[config.mk]
export PLATFORM = sky130hd
export DESIGN_NAME = dpec_wmul
export DESIGN_NICKNAME = d
export VERILOG_FILES = /design/src/hdl/disk_pair_elastic_collision_assert.svh /design/src/hdl/dpec_wmul.sv
export SDC_FILE = /design/constraint.sdc
export NUM_CORES = 2
export LEC_CHECK = 0
export ABC_AREA = 0
export BUFFER_PORTS_ARGS = -buffer_cell sky130_fd_sc_hd__buf_4
export CAP_MARGIN = 25
export CORE_ASPECT_RATIO = 0.75
export CORE_MARGIN = 2
export CORE_UTILIZATION = 40
export CTS_BUF_LIST = sky130_fd_sc_hd__clkbuf_8
export DETAILED_ROUTE_END_ITERATION = 7
export MAX_ROUTING_LAYER = met4
export PLACE_DENSITY = 0.6
export SLEW_MARGIN = 15
export SYNTH_ARGS = -nofsm -noshare
export SYNTH_HDL_FRONTEND = slang
export SYNTH_SLANG_ARGS = --single-unit
[constraint.sdc]
create_clock -name aclk -period 10.5 [get_ports aclk]
set_input_delay 2.1 -clock aclk [delete_from_list [all_inputs] [get_ports aclk]]
set_output_delay 2.1 -clock aclk [all_outputs]
set_load 0.005 [all_outputs]
[src/hdl/disk_pair_elastic_collision_assert.svh]
// assertion macros for the disk pair collision pipeline
// expects aclk and aresetn in the scope of the module that uses them
`ifndef DISK_PAIR_ELASTIC_COLLISION_ASSERT_SVH
`define DISK_PAIR_ELASTIC_COLLISION_ASSERT_SVH

// same-cycle implication
`define DPEC_ASSERT_IMP(lbl, ante, cons) \
    lbl: assert property (@(posedge aclk) disable iff (!aresetn) (ante) |-> (cons)) \
        else $error("dpec assertion failed");

// next-cycle implication
`define DPEC_ASSERT_NXT(lbl, ante, cons) \
    lbl: assert property (@(posedge aclk) disable iff (!aresetn) (ante) |=> (cons)) \
        else $error("dpec assertion failed");

`endif

[src/hdl/dpec_wmul.sv]
// two-stage signed multiplier, wide operand split into two partial products
// no dependencies
module dpec_wmul #(
    parameter int AW = 40,
    parameter int BW = 18
) (
    input  logic                 aclk,
    input  logic                 en,
    input  logic signed [AW-1:0] a,
    input  logic signed [BW-1:0] b,
    output logic signed [AW+BW-1:0] p
);

    localparam int LW = AW / 2;
    localparam int HW = AW - LW;

    logic signed [LW:0]         a_lo;
    logic signed [HW-1:0]       a_hi;
    logic signed [LW+BW:0]      pl_reg;
    logic signed [HW+BW-1:0]    ph_reg;
    logic signed [AW+BW-1:0]    p_next;
    logic signed [AW+BW-1:0]    p_reg;

    assign a_lo = $signed({1'b0, a[LW-1:0]});
    assign a_hi = a[AW-1:LW];

    always_comb begin
        p_next = ((AW+BW)'(ph_reg) <<< LW) + (AW+BW)'(pl_reg);
    end

    always_ff @(posedge aclk) begin
        if (en) begin
            pl_reg <= a_lo * b;
            ph_reg <= a_hi * b;
            p_reg  <= p_next;
        end
    end

    assign p = p_reg;

endmodule

==> reports/qor.yml <==
final_layout:
  largest_reg_flops: 58
  num-fill-cells: 7692
  finish.utilization_pct: 43.13
  multi_input_area_um2: 23420
  mostFrequentLayoutCells: "817 x inv_1, 650 x fa_1, 474 x nand2_1"
  area_growth_pct: 6.733
  mostFrequentLayoutCell: "inv_1"
  seq_area_um2: 4054
  drive_gt1_share_pct: 5.236
  fin_nets: 4272
floorplanning:
  die_y_um: 245.3
  rows: 88
  coreArea_um2: 76850
  dieArea_um2: 79900
  initial_core_util_pct: 40.41
  die_width_um: 325.7
  io_pins: 118
cts:
  clock-sinks: 135
  post-cts-setup-buffers: 0
  clock_path_buffers: 2
  cts_buffers: 17
  hold_buffers: 0
  cts_resized: 0
  cts_htree_levels: 4
  clkTransAtPathRegs_ns: 0.10
  clockRootBuffer: "clkbuf_8"
  worstSkewPairLatency_ns: 0.55
  cts_tree: "built"
sta:
  slew_violations: 0
  timing.fmax_mhz: 119.3
  period_minus_slack_ns: 8.385
  post-route-period-util_pct: 79.86
  rsz0062_at_grt: "false"
  fin_skew_ns: 0.01313
  fin_ws_ns: 2.115
  slew_headroom_pct: 31.49
  hold_viol: 0
  tightest_slew_ns: 1.028
  tns_ns: 0
  finalSetupViolCount: 0
grt:
  grt-ovfl-total: 0
  grt_start_max_net_pins: 77
  grt_pass1_wl_mm: 126.0
  grt_usage_pct: 21.02
  grt_pass1_vias: 22590
  antenna_found_initial: 2
worst_setup_path:
  r2r_end: "p[56]"
  cp-start-kind: "input pin"
  critPathArrivalTime_ns: 8.75
  crit_fanout: 40
  reg2reg_slack_ns: 6.78
  ff2ff_path_depth: 10
  cp.required_ns: 10.86
  r2r_start: "pl_reg[38]"
  criticalPathCategory: "in2reg"
  end_kind: "flop"
route:
  ant_nets: 0
  drt-initial-drc-count: 1384
  wirelength_mm: 77.09
  wl_per_cell_um: 17.76
  firstDrtPassIters: 5
  via_per_inst: 4.932
  route.detailed.drc: 0
  num_vias: 21410
logic_synthesis:
  postSynthCellCount: 3290
  ys_warn_count: 0
  ys_seq_area_share_pct: 13.05
  ys_types: 69
  async_flop_share_pct: 0
  synth_edf_count: 135
  ys.flop_type: "edfxtp_1"
  avgSynthCellArea_um2: 9.439
  synth.net_count: 4271
  yosys_register_bits: 135
  netlist_area_um2: 31050
run:
  drv_cap: 0
worst_hold_path:
  holdPathEnd: "p[10]"
  hold_path_depth: 0
  hold_class: "reg2reg"
  min_from: "pl_reg[10]"
placement:
  io_buffer_count: 117
  dp_hpwl_mm: 59.79
  pre_cts_slack_ns: 1.623
  gp_congestion: 0.8745
outcome:
  outcome: "finished clean"
per-stage QoR:
stage / std cells / hold WS [ns] / cell area, um2
final: 4341 / 0.4121 / 33140
after global routing: 4341 / 0.4180 / 33140
after CTS: 4339 / 0.4211 / 33140
after detailed placement: 4307 / 0.4045 / 32730
after global placement: 4307 / 0.4034 / 32730
after floorplan: 3290 / 0.4003 / 31050
synthesized netlist by cell type, types with 23 or more instances:
master    instances  area share [%]
nor2_1           68            0.82
nand3_1          23            0.37
o21ai_0          43            0.69
a21oi_1          81             1.3
nand2_1         474             5.7
fa_1            650              42
ha_1            271              11
edfxtp_1        135              13
nand2b_1         29            0.58
clkbuf_1        136             1.6
inv_1           817             9.9
xnor2_1          79             2.2
a21o_1           34            0.82
xor2_1           26            0.73
and2_1          256             5.2
layer usage:
metal | routed length [um] | vias up | global-route usage (%)
met1 | 38720 | 10870 | 31.38
met2 | 31070 | 654 | 29.09
met5 | 0 | - | -
li1 | - | 9831 | -
met4 | 810 | 0 | 3.673
met3 | 6483 | 57 | 5.017
worst max-delay path by stage:
stage / cells past startpoint / slack (ns) / start / to
after detailed placement: 23 / 1.62 / b[9] / pl_reg[38]
after global placement: 23 / 1.71 / b[9] / pl_reg[38]
after floorplan: 24 / 2.41 / a[16] / pl_reg[36]
final: 23 / 2.12 / b[6] / pl_reg[38]
after global routing: 23 / 1.87 / b[6] / pl_reg[38]
after CTS: 23 / 2.24 / b[9] / pl_reg[38]
worst max-delay path, stage by stage:
cell	delay (ns)
buf_4	0.48
nand2_1	0.18
fa_1	0.58
inv_1	0.05
fa_1	0.38
fa_1	0.54
inv_1	0.06
fa_1	0.54
inv_1	0.05
fa_1	0.48
inv_1	0.06
fa_1	0.51
inv_1	0.05
ha_1	0.39
nand3_1	0.16
nor4_1	0.79
nand4_1	0.18
o32a_1	0.26
a21bo_1	0.21
o22ai_2	0.16
nand4_1	0.14
nand4_1	0.10
nor3b_1	0.25
final cells by class:
type	count	share of cell area, %
clock buffer	17	0.7059
antenna	2	0.01510
multi-input combinational	2201	70.66
clock inverter	15	0.5247
timing repair buffer	119	2.707
tap	1035	3.907
sequential	135	12.23
inverter	817	9.253
cell families after synthesis:
| family | Yosys count | synth area share, % |
|---|---|---|
| buf+inv | 954 | 11.53 |
| fa+ha+maj | 921 | 52.82 |
| flops | 135 | 13.05 |
| xor+xnor | 105 | 2.961 |
| compound gates | 268 | 5.758 |
| simple gates | 907 | 13.87 |
Power is left out: the tool's default activity adds up to more than one toggle a clock period on the data nets, which glitch-free logic cannot reach.
