File: src/hdl/disk_pair_elastic_collision_assert.svh
// assertion macros for the disk pair collision pipeline
// expects aclk and aresetn in the scope of the module that uses them
`ifndef DISK_PAIR_ELASTIC_COLLISION_ASSERT_SVH
`define DISK_PAIR_ELASTIC_COLLISION_ASSERT_SVH

// same-cycle implication
`define DPEC_ASSERT_IMP(lbl, ante, cons) \
    lbl: assert property (@(posedge aclk) disable iff (!aresetn) (ante) |-> (cons)) \
        else $error("dpec assertion failed");

// next-cycle implication
`define DPEC_ASSERT_NXT(lbl, ante, cons) \
    lbl: assert property (@(posedge aclk) disable iff (!aresetn) (ante) |=> (cons)) \
        else $error("dpec assertion failed");

`endif

File: src/hdl/dpec_isqrt.sv
// pipelined integer square root, one result bit per stage
// no dependencies
module dpec_isqrt #(
    parameter int XW = 42
) (
    input  logic              aclk,
    input  logic              en,
    input  logic [XW-1:0]     x,
    output logic [XW/2-1:0]   root
);

    localparam int RW = XW / 2;
    localparam int SW = XW + 1;

    logic [SW-1:0] x_reg   [1:RW];
    logic [SW-1:0] r_reg   [1:RW];
    logic [SW-1:0] x_cur   [0:RW-1];
    logic [SW-1:0] r_cur   [0:RW-1];
    logic [SW-1:0] bit_w   [0:RW-1];
    logic [SW-1:0] trial_w [0:RW-1];
    logic          ge_w    [0:RW-1];

    always_comb begin
        for (int k = 0; k < RW; k++) begin
            if (k == 0) begin
                x_cur[k] = SW'(x);
                r_cur[k] = '0;
            end else begin
                x_cur[k] = x_reg[k];
                r_cur[k] = r_reg[k];
            end
            bit_w[k]   = SW'(1) << (2 * (RW - 1 - k));
            trial_w[k] = r_cur[k] + bit_w[k];
            ge_w[k]    = x_cur[k] >= trial_w[k];
        end
    end

    always_ff @(posedge aclk) begin
        if (en) begin
            for (int k = 0; k < RW; k++) begin
                x_reg[k+1] <= ge_w[k] ? x_cur[k] - trial_w[k] : x_cur[k];
                r_reg[k+1] <= ge_w[k] ? (r_cur[k] >> 1) + bit_w[k] : r_cur[k] >> 1;
            end
        end
    end

    assign root = r_reg[RW][RW-1:0];

endmodule

File: config.mk
export PLATFORM = sky130hd
export DESIGN_NAME = dpec_isqrt
export DESIGN_NICKNAME = d
export VERILOG_FILES = /design/src/hdl/disk_pair_elastic_collision_assert.svh /design/src/hdl/dpec_isqrt.sv
export SDC_FILE = /design/constraint.sdc
export NUM_CORES = 2
export LEC_CHECK = 0
export BUFFER_PORTS_ARGS = -buffer_cell sky130_fd_sc_hd__buf_2
export CELL_PAD_IN_SITES_DETAIL_PLACEMENT = 1
export CELL_PAD_IN_SITES_GLOBAL_PLACEMENT = 2
export CORE_MARGIN = 5
export CORE_UTILIZATION = 30
export CTS_CLUSTER_DIAMETER = 200
export DETAILED_ROUTE_END_ITERATION = 16
export PLACE_DENSITY = 0.62
export SLEW_MARGIN = 20
export SYNTH_ARGS = -nofsm -noshare
export SYNTH_HDL_FRONTEND = slang
export SYNTH_SLANG_ARGS = --single-unit
File: constraint.sdc
create_clock -name aclk -period 11.1 [get_ports aclk]
set_clock_uncertainty 0.15 [all_clocks]
set_input_delay 1.665 -clock aclk [delete_from_list [all_inputs] [get_ports aclk]]
set_output_delay 1.665 -clock aclk [all_outputs]
set_load 0.05 [all_outputs]
==> results.toml <==
[clock_network]
cts_tree = "yes"
cts_resized = 0
cts-root-buf = "sky130_fd_sc_hd__clkbuf_16"
clk_path_buf_depth = 3
htree_num_levels = 3
cts-buffers-inserted = 119
path_clk_slew_ps = 60
clk_latency_ps = 730
clock_sinks = 1091
ctsHoldBuffers = 0
cts.repair_timing.setup_buffer_count = 0

[die]
die_w_um = 425
fp-row-count = 152
die_y_um = 425
initial_utilization = 0.301
dieArea_sq_um = 180000
floorplan.io_pins = 65
core_area_sq_um = 171000

[synth]
synth_top_cells_by_count = "sky130_fd_sc_hd__edfxtp_1, sky130_fd_sc_hd__inv_1, sky130_fd_sc_hd__nor2_1"
async_reset_ff_frac = 0
synth_seq_area_share = 0.635
dominant_combinational_cell_family_by_area_after_synthesis = "simple AND/OR/NAND/NOR gates"
muxShareOfSynthArea = 0.00924
synth_edf_count = 1091
top_cell_type_by_total_area_after_synthesis = "sky130_fd_sc_hd__edfxtp_1"
post_synth_xor_area_fraction = 0.0640
syn_area_sq_um = 51600
post_synth_main_area_contributors = "sky130_fd_sc_hd__edfxtp_1, sky130_fd_sc_hd__ha_1, sky130_fd_sc_hd__xnor2_1, sky130_fd_sc_hd__xor2_1, sky130_fd_sc_hd__a21oi_1"
postSynthCellCount = 4028
synthAdderAreaFrac = 0.0601
synthFlopType = "sky130_fd_sc_hd__edfxtp_1"
yosys.cell_types.count = 77
synth_compound_gate_area_share = 0.0842
synth.top_cell.area_share = 0.635
synth_seq_cells = 1091
yosysMostFrequentCell = "sky130_fd_sc_hd__edfxtp_1"
avgSynthCellArea_sq_um = 12.8
yosys_warnings = 0
syn_nets = 4320
yosys.area_share.simple = 0.119

[critical_path]
r2r-start = "x_reg[0][780]"
crit_slowest_cell = "sky130_fd_sc_hd__nor4_1"
cp-start-kind = "register"
worst-path-max-fanout = 7
critPathMaxStageDelay_ps = 760
timing.critical_path.arrival_ps = 4670
crit_start = "x_reg[0][780]"
critical_path_required_ps = 11410
critical_path_class = "reg2reg"
timing.critical_path.cells = "ha_1, or4b_2, nor4_1, a21oi_1, a31oi_1, o21ai_1, nor3b_1, nand3_1, xnor2_1"
setup.worst_path.end_class = "register"

[placed_design]
dp_hpwl_mm = 89.4
placement.io_buffers = 64
placed_area_sq_um = 54800
routabilityCongestion = 0.808

[job]
cap_violations = 0

[timing]
period_share = 0.392
finalCriticalPeriod_ps = 4350
grt_setup_unrepaired = "false"
tightestPinTransition_ps = 1230
hold_viol_final = 0
timing.setup.tns_ps = 0
slew_headroom = 0.180
fmax_ghz = 0.230
finalMaxSlewViolations = 0
final-setup-viol-count = 0

[layout]
post_route_cells_drive_above_1_share = 0.0798
fin_nets = 4460
fillCellCount = 18224
largest_register_ffs = 860
final_area_sq_um = 58900
area_growth_from_synthesis_to_layout_pct = 14.1
antenna_cells = 0

[route]
routed-via-count = 30892
postRouteAntennaNets = 0
first_iter_violations = 1354
wl_per_cell_um = 18.0
drt_drc = 0
vias_per_cell = 4.69
finalWirelength_mm = 119
dr.pass1.iters = 5

[pwr]
total_power_w = 0.0114
max-vdd-ir-drop_v = 0.000134
leakagePower_nw = 21.6
power_density_nw_per_um2 = 193

[global_routing]
gr-total-overflow = 0
pin_count_of_the_biggest_net_entering_global_routing = 206
track_usage = 0.131
antenna_found_initial = 0
grt_first_pass_wirelength_mm = 187
grt_pass1_vias = 33698

[worst_hold_path]
timing.hold.worst.class = "reg2reg"
worst_hold_launch = "r_reg[0][824]"

[outcome]
status = "finished, final reports clean"
-- cells in the final DEF, fill, tap and decap left out, drive strengths merged, types with 18 or more instances in the layout --
| cell type | instances |
|---|---|
| o31ai | 21 |
| inv | 306 |
| nor2 | 263 |
| edfxtp | 1091 |
| buf | 96 |
| or3 | 47 |
| bufinv | 19 |
| nor4 | 138 |
| nand2 | 243 |
| o211ai | 30 |
| a21o | 63 |
| o21bai | 18 |
| clkbuf | 134 |
| ha | 248 |
| nor4b | 20 |
| xnor2 | 197 |
| xor2 | 180 |
| or4 | 47 |
| nor3 | 124 |
| nand4 | 51 |
| nand3 | 71 |
| o21ai | 185 |
| and3 | 21 |
| a21oi | 239 |
| nand2b | 43 |
| clkinv | 67 |
| o21a | 45 |
| mux2 | 37 |
| nor2b | 29 |
-- cells by family after synthesis --
| kind of cell | Yosys count |
|---|---|
| compound gates | 707 |
| xor+xnor | 377 |
| fa+ha+maj | 248 |
| buf+inv | 383 |
| flops | 1091 |
| mux | 43 |
| other cells | 1 |
| simple gates | 1178 |
-- metrics by stage --
| step | std cells | util | hold slack (ps) | worst slack [ps] |
|---|---|---|---|---|
| 2_1_floorplan | 4028 | - | 267 | 7260 |
| 3_3_place_gp | 6356 | 0.320 | 275 | 6530 |
| 3_5_place_dp | 6356 | 0.320 | 282 | 6500 |
| 4_1_cts | 6580 | 0.344 | 296 | 6710 |
| 5_1_grt | 6581 | 0.344 | 308 | 6500 |
| 6_report | 6581 | 0.344 | 292 | 6750 |
-- power by group --
part           internal [W]  switching (W)
Clock               0.00242        0.00164
Combinational      0.000743        0.00106
Sequential          0.00515       0.000366
Total               0.00831        0.00307
-- area by class of cell --
| type | count | area, sq um | area share |
|---|---|---|---|
| Clock buffer | 134 | 3060 | 0.0519 |
| Clock inverter | 90 | 1030 | 0.0176 |
| Inverter | 306 | 1150 | 0.0195 |
| Multi-Input combinational cell | 2554 | 17400 | 0.295 |
| Sequential cell | 1091 | 32800 | 0.556 |
| Tap cell | 2310 | 2890 | 0.0491 |
| Timing Repair Buffer | 96 | 621 | 0.0105 |
-- worst max-delay path: cells and delay by family (launching register included) --
family	cells	cell delay, ps
compound gates	3	630
simple gates	4	2340
fa+ha+maj	1	390
flops	1	400
xor+xnor	1	170
-- final timing paths --
check                   to  slack [ps]  depth (start not counted)
max          x_reg[0][858]        6750                          9
min          r_reg[0][866]         290                          0
max reg2reg  x_reg[0][858]        6750                          9
min reg2reg  r_reg[0][866]         290                          0
-- layer usage --
metal	vias up	track usage	wire [um]
li1	15340	-	-
met3	236	0.0197	2680
met2	320	0.265	66500
met5	-	0	0
met4	0	0.0548	5270
met1	14996	0.131	44000
Note: power is estimated with default switching activity, not from simulation.
